File: src/rtl/sab_ram.sv
// generic single-port-write, single-port-read ram with registered read data
// no dependencies; contents undefined until written
`default_nettype none
module sab_ram #(
  parameter int unsigned WIDTH = 8,
  parameter int unsigned DEPTH = 16
) (
  input  logic                     clk_i,
  input  logic                     we_i,
  input  logic [$clog2(DEPTH)-1:0] waddr_i,
  input  logic [WIDTH-1:0]         wdata_i,
  input  logic [$clog2(DEPTH)-1:0] raddr_i,
  output logic [WIDTH-1:0]         rdata_o
);

  logic [WIDTH-1:0] mem_q [DEPTH];
  logic [WIDTH-1:0] rdata_q;

  always_ff @(posedge clk_i) begin
    if (we_i) begin
      mem_q[waddr_i] <= wdata_i;
    end
    rdata_q <= mem_q[raddr_i];
  end

  assign rdata_o = rdata_q;

endmodule
`default_nettype wire

File: config.mk
export PLATFORM = sky130hd
export DESIGN_NAME = sab_ram
export DESIGN_NICKNAME = d
export VERILOG_FILES = /design/src/rtl/sab_ram.sv
export SDC_FILE = /design/constraint.sdc
export NUM_CORES = 1
export LEC_CHECK = 0
export CAP_MARGIN = 20
export CORE_ASPECT_RATIO = 0.9
export CORE_MARGIN = 2
export CORE_UTILIZATION = 55
export CTS_BUF_LIST = sky130_fd_sc_hd__clkbuf_2
export CTS_CLUSTER_SIZE = 24
export DETAILED_ROUTE_END_ITERATION = 10
export DONT_BUFFER_PORTS = 1
export PLACE_DENSITY = 0.7
export SLEW_MARGIN = 15
export SYNTH_ARGS = -nofsm -noshare
export SYNTH_HDL_FRONTEND = slang
export SYNTH_SLANG_ARGS = --single-unit
File: constraint.sdc
create_clock -name clk_i -period 2.1 [get_ports clk_i]
set_input_delay 0.42 -clock clk_i [delete_from_list [all_inputs] [get_ports clk_i]]
set_output_delay 0.42 -clock clk_i [all_outputs]
set_load 0.02 [all_outputs]
==> impl_results.md <==
- Via Count: roughly 2.4k
- Uppermost layer routed: met5
- WS Path Type: flip-flop to primary output
- Final setup vio count: 0
- Most frequent cells in the layout: 128 x edfxtp_1, 18 x mux4_2, 18 x clkbuf_2, 17 x buf_4, 16 x a22oi_1
- Worst Hold Class: primary input to flip-flop
- Seq pwr share: 0.623
- Most common cell after layout, fill and taps aside: edfxtp_1
- Antenna viol nets, final: 0
- Power Dens Cells: around 860 nW/um2
- Number of fill cells: 629
- Syn_area_per_cell: 22.5 um2
- Crit-path max FO: 1
- Global Route Usage Sum: 0.203
- Relative slew slack: 0.611
- Wire length per cell: ~23 um
- Multi-input gate area: about 1100 um2
- Setup Skew: just under 40 ps
- #FFs+latches synth: roughly 140
- Final worst slack: 587 ps
- Core ar.: ~9000 um2
- Vias in the first global route: 2414
- Synth area leader: edfxtp_1
- Synthesized instance count: 229
- Post-synthesis sequential area ratio: 0.778
- CTS root buffer: clkbuf_2
- Worst Max-Slew Pin Slew: slightly below 600 ps
- TritonCTS Buffers: 17
- Initial core utilization: 0.564
- Startpoint types: flip-flop
- Site row count: 33
- Final hold violations: 0
- WHS: approximately 90 ps
- Maxcap violations: 0
- TNS Setup: 0 ps
- Initial antenna violation count: 3
- Num Clock Sinks: 136
- Unrepaired setup endpoints after global routing: no
- M1 wire length: roughly 4200 um
- Leak: roughly 1.9 nW
- PortBufs: 0
- Num ports: 26
- Logic pwr share: 0.043
- Placed cells: 358
- Fmax: approximately 660 MHz
- Worst-path clk slew: about 200 ps
- Placer's final routability congestion estimate: ~0.73
- Post-DP HPWL: approximately 5600 um
- Switching pwr: slightly above 1 mW
- Largest net degree at the start of global routing: 33
- Clock latency on the worst-skew pair: 620 ps
- Syn Nets: ~250
- Via-to-Cell Ratio: roughly 5.9
- Sequential cell area: between 4000 and 5000 um2
- P_int: about 3.9 mW
- Critical Path RT: between 1500 and 2000 ps
- Power, Total: 4.93 mW
- Number of distinct library cells after synthesis: 19
- Pre-CTS WS: just under 500 ps
- Net switching fraction of the power: 0.206
- Die Height: between 90 and 100 um
- Tmin final: ~1500 ps
- Drt initial violations: around 170
- CTS tree: done
- GR Overflow Total: 0
- Yosys top cell area share: 0.747
- Peak supply drop: about 0.00050 V
- Die Wd: 106 um
- Wire length on met2: 4200 um
- Final Non-Filler Cells: around 400
- CTS resizes: 0
- Slew Viols, Final: 0
- Critical path arrival: 1090 ps
- Drt drc: 0
- Clk pwr share: 0.334
- Ranking of synthesized cells by area: edfxtp_1 75%, mux4_2 7.9%, mux4_1 7.1%, dfxtp_1 3.1%, a22oi_1 2.3%
- Drt pass-1 iters: 4
- Synth warn: 0
- Final net count: roughly 280
- Tcrit/Tclk final: 0.721
- Crit. End Element: primary output
- Synthesis-to-finish area growth: 11.1%
- Die ar.: 10100 um2
- Max clock buf depth: 2
- First-pass GRT wire length: approximately 14000 um
- WL final: roughly 9100 um
- Status: complete, no violations
- Met3 wire len: around 660 um
- Share of post-route cells with drive strength above 1: 0.234
- Post-Syn Area: 5150 um2
- H-tree levels: 4
[layout make-up]
type / instances / share of cell area
flip-flops and latches: 136 / 0.700
multi-input cells: 83 / 0.185
clock buffers: 18 / 0.0158
well taps: 122 / 0.0267
diodes: 2 / 0.000875
clock inverters: 14 / 0.0315
repair buffers: 27 / 0.0398
[repair_timing]
action,in CTS,in global routing
hold buffers,9,1
buffers inserted,0,0
endpoints found under the hold margin,129,1
[sequential cells by signal (all words and copies together) (netlist names)]
register  count
mem_q       128
rdata_o       8
[final timing paths]
kind / start / to / slack (ps) / depth (start not counted)
worst max register to register: mem_q[1][2]$_DFFE_PP_ / rdata_o[2]$_DFF_P_ / 720 / 3
worst max-delay path: rdata_o[3]$_DFF_P_ / rdata_o[3] / 590 / 0
worst min register to register: mem_q[8][3]$_DFFE_PP_ / rdata_o[3]$_DFF_P_ / 690 / 3
worst min-delay path: raddr_i[1] / rdata_o[5]$_DFF_P_ / 90 / 3
[layer usage]
layer,track usage,vias to the layer above
li1,-,1051
met1,0.283,1213
met2,0.305,78
met3,0.0731,9
met4,0.0702,2
met5,0,-
[worst reg2reg max path: stages (launching register included)]
cell      delay [ps]
edfxtp_1         390
mux4_1           510
a22oi_1          320
nand2_1          100
[logic make-up after synthesis]
group | synth area share
buffers and inverters | 0.0168
and+or+nand+nor | 0.0318
muxes | 0.150
AOI/OAI and AO/OA | 0.0233
DFF | 0.778
[Yosys cell counts, drive strengths merged]
| library cell | number |
|---|---|
| nand3b | 2 |
| a22oi | 16 |
| buf | 7 |
| nand2 | 9 |
| and2 | 1 |
| or3b | 1 |
| clkdlybuf4s25 | 3 |
| nand3 | 1 |
| and2b | 1 |
| edfxtp | 128 |
| dfxtp | 8 |
| nor3 | 4 |
| nand2b | 2 |
| nor2b | 1 |
| mux4 | 32 |
| nor2 | 13 |
[metrics by stage]
step | util | cell area [um2]
finish | 0.626 | 5720
detailed placement | 0.585 | 5340
floorplan | - | 5150
global placement | 0.585 | 5340
global route | 0.626 | 5710
CTS | 0.625 | 5700
[power by group through the flow]
stage               clock network [mW]  logic (mW)  registers, mW
floorplan                            0       0.154           3.13
global placement                     0       0.161           3.13
detailed placement                   0       0.163           3.13
CTS                               1.69       0.211           3.07
global route                      1.82       0.231           3.08
finish                            1.65       0.211           3.07
Power figures use the tool's default switching activity.
