## config.mk

```make
export PLATFORM = sky130hd
export DESIGN_NAME = sab_div
export DESIGN_NICKNAME = d
export VERILOG_FILES = /design/src/rtl/sab_pkg.sv /design/src/rtl/sab_div.sv
export SDC_FILE = /design/constraint.sdc
export NUM_CORES = 1
export LEC_CHECK = 0
export BUFFER_PORTS_ARGS = -buffer_cell sky130_fd_sc_hd__buf_2
export CAP_MARGIN = 20
export CORE_MARGIN = 3
export CORE_UTILIZATION = 57
export CTS_CLUSTER_SIZE = 28
export DETAILED_ROUTE_END_ITERATION = 6
export PLACE_DENSITY = 0.9
export SKIP_CTS_REPAIR_TIMING = 1
export SLEW_MARGIN = 25
export SYNTH_ARGS = -nofsm -noshare
export SYNTH_HDL_FRONTEND = slang
export SYNTH_SLANG_ARGS = --single-unit
```

## constraint.sdc

```tcl
create_clock -name clk_i -period 3.92 [get_ports clk_i]
set_clock_uncertainty 0.05 [all_clocks]
set_input_delay 0.588 -clock clk_i [delete_from_list [all_inputs] [get_ports clk_i]]
set_output_delay 0.588 -clock clk_i [all_outputs]
set_load 0.02 [all_outputs]
```

## src/rtl/sab_pkg.sv

```systemverilog
// shared constants, codes and types of the scaled alpha image blit engine
// used by sab_div and scaled_alpha_image_blit; depends on nothing
`default_nettype none
package sab_pkg;

  localparam int unsigned SCREEN_MAX_W = 256;
  localparam int unsigned SCREEN_MAX_H = 256;
  localparam int unsigned IMAGE_MAX_W  = 64;
  localparam int unsigned IMAGE_MAX_H  = 64;

  localparam int unsigned POS_W      = 13;
  localparam int unsigned BOX_W      = 12;
  localparam int unsigned CH_W       = 8;
  localparam int unsigned IMG_REG_W  = 7;
  localparam int unsigned WIN_REG_W  = 9;
  localparam int unsigned CFG_IDX_W  = 3;
  localparam int unsigned CFG_DATA_W = 9;
  localparam int unsigned TEX_W      = 32;
  localparam int unsigned FB_W       = 24;
  localparam int unsigned CW         = 16;

  localparam int unsigned IMG_MAX_DIM = (IMAGE_MAX_W > IMAGE_MAX_H) ? IMAGE_MAX_W : IMAGE_MAX_H;
  localparam int unsigned IMG_DIM_W   = $clog2(IMG_MAX_DIM + 1);
  localparam int unsigned SW_W        = $clog2(SCREEN_MAX_W + 1);
  localparam int unsigned ROW_W       = $clog2(SCREEN_MAX_H);
  localparam int unsigned COL_W       = $clog2(SCREEN_MAX_W);
  localparam int unsigned FB_AW       = $clog2(SCREEN_MAX_W * SCREEN_MAX_H);
  localparam int unsigned TEX_AW      = $clog2(IMAGE_MAX_W * IMAGE_MAX_H);
  localparam int unsigned DVD_W       = BOX_W + IMG_DIM_W + 1;
  localparam int unsigned DVS_W       = BOX_W;
  localparam int unsigned DCNT_W      = $clog2(DVD_W + 1);

  localparam int unsigned IMG_W_RST = 64;
  localparam int unsigned IMG_H_RST = 64;
  localparam int unsigned WIN_W_RST = 256;
  localparam int unsigned WIN_H_RST = 256;
  localparam int unsigned SCR_W_RST = 256;
  localparam logic [CH_W-1:0] CH_MAX = 8'd255;

  typedef enum logic [1:0] {
    CMD_LOAD  = 2'd0,
    CMD_WRITE = 2'd1,
    CMD_DRAW  = 2'd2,
    CMD_READ  = 2'd3
  } cmd_e;

  typedef enum logic [2:0] {
    CFG_IMG_W    = 3'd0,
    CFG_IMG_H    = 3'd1,
    CFG_IMG_PRES = 3'd2,
    CFG_WIN_W    = 3'd3,
    CFG_WIN_H    = 3'd4,
    CFG_OFF_X    = 3'd5,
    CFG_OFF_Y    = 3'd6,
    CFG_SCR_W    = 3'd7
  } cfg_idx_e;

  typedef enum logic [3:0] {
    ST_IDLE,
    ST_READ,
    ST_FIT,
    ST_FITW,
    ST_CLIP,
    ST_CHK,
    ST_DSX,
    ST_DSY,
    ST_D0X,
    ST_D0Y,
    ST_DRAW,
    ST_DRAIN,
    ST_FINISH
  } state_e;

  typedef struct packed {
    logic             start;
    logic [DVD_W-1:0] dividend;
    logic [DVS_W-1:0] divisor;
  } div_req_t;

  typedef struct packed {
    logic             busy;
    logic             done;
    logic [DVD_W-1:0] quot;
    logic [DVS_W-1:0] rem;
  } div_rsp_t;

endpackage
`default_nettype wire

```

## src/rtl/sab_div.sv

```systemverilog
// radix-2 restoring divider, one quotient bit per cycle
// depends on sab_pkg for widths and the request and response structs
`default_nettype none
module sab_div (
  input  logic              clk_i,
  input  logic              rst_ni,
  input  sab_pkg::div_req_t req_i,
  output sab_pkg::div_rsp_t rsp_o
);

  localparam int unsigned DVDW = sab_pkg::DVD_W;
  localparam int unsigned DVSW = sab_pkg::DVS_W;
  localparam int unsigned CNTW = sab_pkg::DCNT_W;

  logic            busy_q, done_q;
  logic [CNTW-1:0] cnt_q;
  logic [DVDW-1:0] quot_q;
  logic [DVSW-1:0] rem_q, dvs_q;
  logic [DVSW:0]   trial, diff;
  logic            ge;
  logic [DVSW-1:0] rem_d;

  always_comb begin
    trial = {rem_q, quot_q[DVDW-1]};
    diff  = trial - {1'b0, dvs_q};
    ge    = trial >= {1'b0, dvs_q};
    rem_d = ge ? diff[DVSW-1:0] : trial[DVSW-1:0];
  end

  always_ff @(posedge clk_i or negedge rst_ni) begin
    if (!rst_ni) begin
      busy_q <= 1'b0;
      done_q <= 1'b0;
      cnt_q  <= '0;
    end else begin
      done_q <= 1'b0;
      if (req_i.start) begin
        busy_q <= 1'b1;
        cnt_q  <= CNTW'(DVDW);
      end else if (busy_q) begin
        cnt_q <= cnt_q - CNTW'(1);
        if (cnt_q == CNTW'(1)) begin
          busy_q <= 1'b0;
          done_q <= 1'b1;
        end
      end
    end
  end

  always_ff @(posedge clk_i) begin
    if (req_i.start) begin
      quot_q <= req_i.dividend;
      rem_q  <= '0;
      dvs_q  <= req_i.divisor;
    end else if (busy_q) begin
      quot_q <= {quot_q[DVDW-2:0], ge};
      rem_q  <= rem_d;
    end
  end

  assign rsp_o.busy = busy_q;
  assign rsp_o.done = done_q;
  assign rsp_o.quot = quot_q;
  assign rsp_o.rem  = rem_q;

endmodule
`default_nettype wire

```

==> flow_summary.toml <==
[sta]
fin_crit_ns = 2.60
setup_viol = 0
relSlewSlack_pct = 44.8
fin_crit_sh_pct = 66.4
tightestPinTransition_ns = 0.826
slew_viol_final = 0
grt_setup_unrepaired = "false"
hold_viol = 0
max_freq_mhz = 384
fin_tns_setup_ns = 0

[placement]
post-dp-hpwl_mm = 4.14
io_buffers = 68
place.gp.congestion = 0.908

[outcome]
status = "completed"

[global_routing]
grt.met3_usage_pct = 5.34
grt.busiest_layer = "met2"
antenna_found_initial = 0
grt.met1_usage_pct = 26.7
grt_pass1_wl_mm = 9.00
grt_max_degree = 48
grt_usage_pct = 21.4
grt.met2_usage_pct = 36.8
grt_overflow_total = 0
grt_pass1_vias = 1975

[power]
power_mw = 1.89
vdd_drop_max_mv = 0.285
p_leak_nw = 1.43
p_per_area_nw_per_um2 = 604

[cts]
path_clk_slew_ns = 0.08
clock_path_buffers = 2
cts_sinks = 51
cts_tree = "done"
h-tree-depth = 2
cts-buffers-inserted = 5
clock_latency_ns = 0.30
clockRootBuffer = "clkbuf_8"

[layout]
finalNetCount = 358
multi_input_area_um2 = 1190
seq_area_um2 = 1380
layout-drive-gt1-share_pct = 31.7
antenna_cells = 0
fill_cells = 350
areaGrowthSynthToFinish_pct = 16.9

[die]
die_h_um = 74.6
start_util_pct = 60.4
ios = 69
core_um2 = 4440
dieArea_um2 = 5570
die_width_um = 74.6
rows = 24

[route]
drt_iter0_drc = 148
ant_nets = 0
finalWirelength_mm = 5.52
firstDrtPassIters = 4
routedWlPerCell_um = 15.3
vias = 2050
drc_errors = 0
vias_per_cell = 5.68

[worst_hold_path]
hold_class = "input pin to asynchronous set/reset pin"

[setup_path]
critical_path_class = "flop to flop"
path_max_fanout = 12
worstPathArrival_ns = 2.76
cp-end-kind = "flop"
worstSetupStartpointType = "flop"
required_ns = 4.07

[yosys]
synth_common_cells = "edfxtp_1 (32), mux2_2 (20), nor2_1 (20)"
yosysMostFrequentCell = "edfxtp_1"
yosys.cell_types.count = 49
synth_seq_area_share_pct = 51.3
syn_nets = 291
yosysTopAreaCellShare_pct = 35.8
netlist_top_cells_area = "edfxtp_1 (36%), dfxtp_1 (9.0%), mux2_2 (8.4%)"
yosys_warnings = 0
synth-main-ff-cell = "edfxtp_1"
yosysTopAreaCell = "edfxtp_1"
syn_inst = 241
synth_edf_count = 32
synth_area_um2 = 2680
ys_ff_latch = 51
syn_area_per_cell_um2 = 11.1
async_flop_share_pct = 13.7

[flow_run]
max_cap_viol_count = 0
==> power by group <==
group	switching [mW]	internal (mW)	leakage, nW
clock network	0.161	0.122	0.0403
logic	0.497	0.344	0.879
registers	0.0887	0.682	0.510
==> sequential cells by signal (all words and copies together), names as in the netlist <==
signal  flops
done_q      1
rem_q      12
dvs_q      12
quot_q     20
busy_q      1
cnt_q       5
==> final cells by class <==
| type | count | share of cell area (%) |
|---|---|---|
| clock inverter | 2 | 0.239 |
| sequential | 51 | 43.9 |
| timing repair buffer | 70 | 11.3 |
| clock buffer | 6 | 2.31 |
| multi-input combinational | 162 | 38.0 |
| tap | 52 | 2.07 |
| inverter | 18 | 2.15 |
==> final timing paths <==
path,start,to,slack (ns),cells past startpoint
worst min register to register,rem_q[6],rem_q[7],0.46,2
min in group clk_i,req_i[3],dvs_q[3],0.40,1
worst min-delay path,rst_ni,done_q,0.05,1
max in group asynchronous,rst_ni,cnt_q[3],3.62,1
worst max-delay path,dvs_q[6],rem_q[1],1.32,8
worst max register to register,dvs_q[6],rem_q[1],1.32,8
==> critical path, cell delays in order, from the launching register on <==
cell and delay, ns:
edfxtp_1 0.34, inv_1 0.04, ha_1 0.35, a21o_1 0.21, a221o_1 0.35, a31o_1 0.26, or2_1 0.37, and2_1 0.24
o41ai_2 0.30
==> stage by stage <==
stage | cell area, µm² | std cells | hold slack, ns | setup WS, ns | util (%)
finish | 3140 | 361 | 0.0479 | 1.32 | 70.6
CTS | 3140 | 361 | 0.0513 | 1.32 | 70.6
global placement | 3060 | 353 | 0.376 | 1.47 | 68.8
detailed placement | 3060 | 353 | 0.379 | 1.32 | 68.8
global route | 3140 | 361 | 0.0438 | 1.13 | 70.6
floorplan | 2680 | 241 | 0.242 | 1.42 | -
==> cells in the final DEF, fill, tap and decap left out, types with 3 or more instances in the layout <==
master    count
and2_1        4
nor2_1       20
inv_1        17
clkinv_1      3
ha_1         14
nand2_1      19
clkbuf_8      5
nor3_1        4
dfxtp_1      12
nand3_1       6
a211oi_1      4
a21o_1        3
or3_1         3
xor2_1        5
buf_2        68
mux2_2       20
o21a_1        3
a311oi_1      7
o21ai_0       8
xnor2_1       6
dfrtp_1       7
edfxtp_1     32
a21oi_1       6
==> logic make-up after synthesis <==
kind of cell	after synthesis	share of synthesized area (%)
AOI/OAI and AO/OA	46	12.7
xor gates and xnor gates	11	3.59
adders and majority gates	15	7.27
buffers and inverters	28	4.24
DFF	51	51.3
muxes	20	8.39
and+or+nand+nor	70	12.5
==> metal layers <==
metal | routed length (µm) | share of wire (%)
met1 | 2380 | 43
met2 | 2710 | 49
met3 | 325 | 5.9
met4 | 95 | 1.7
met5 | 0 | 0
Power figures use the tool's default switching activity.
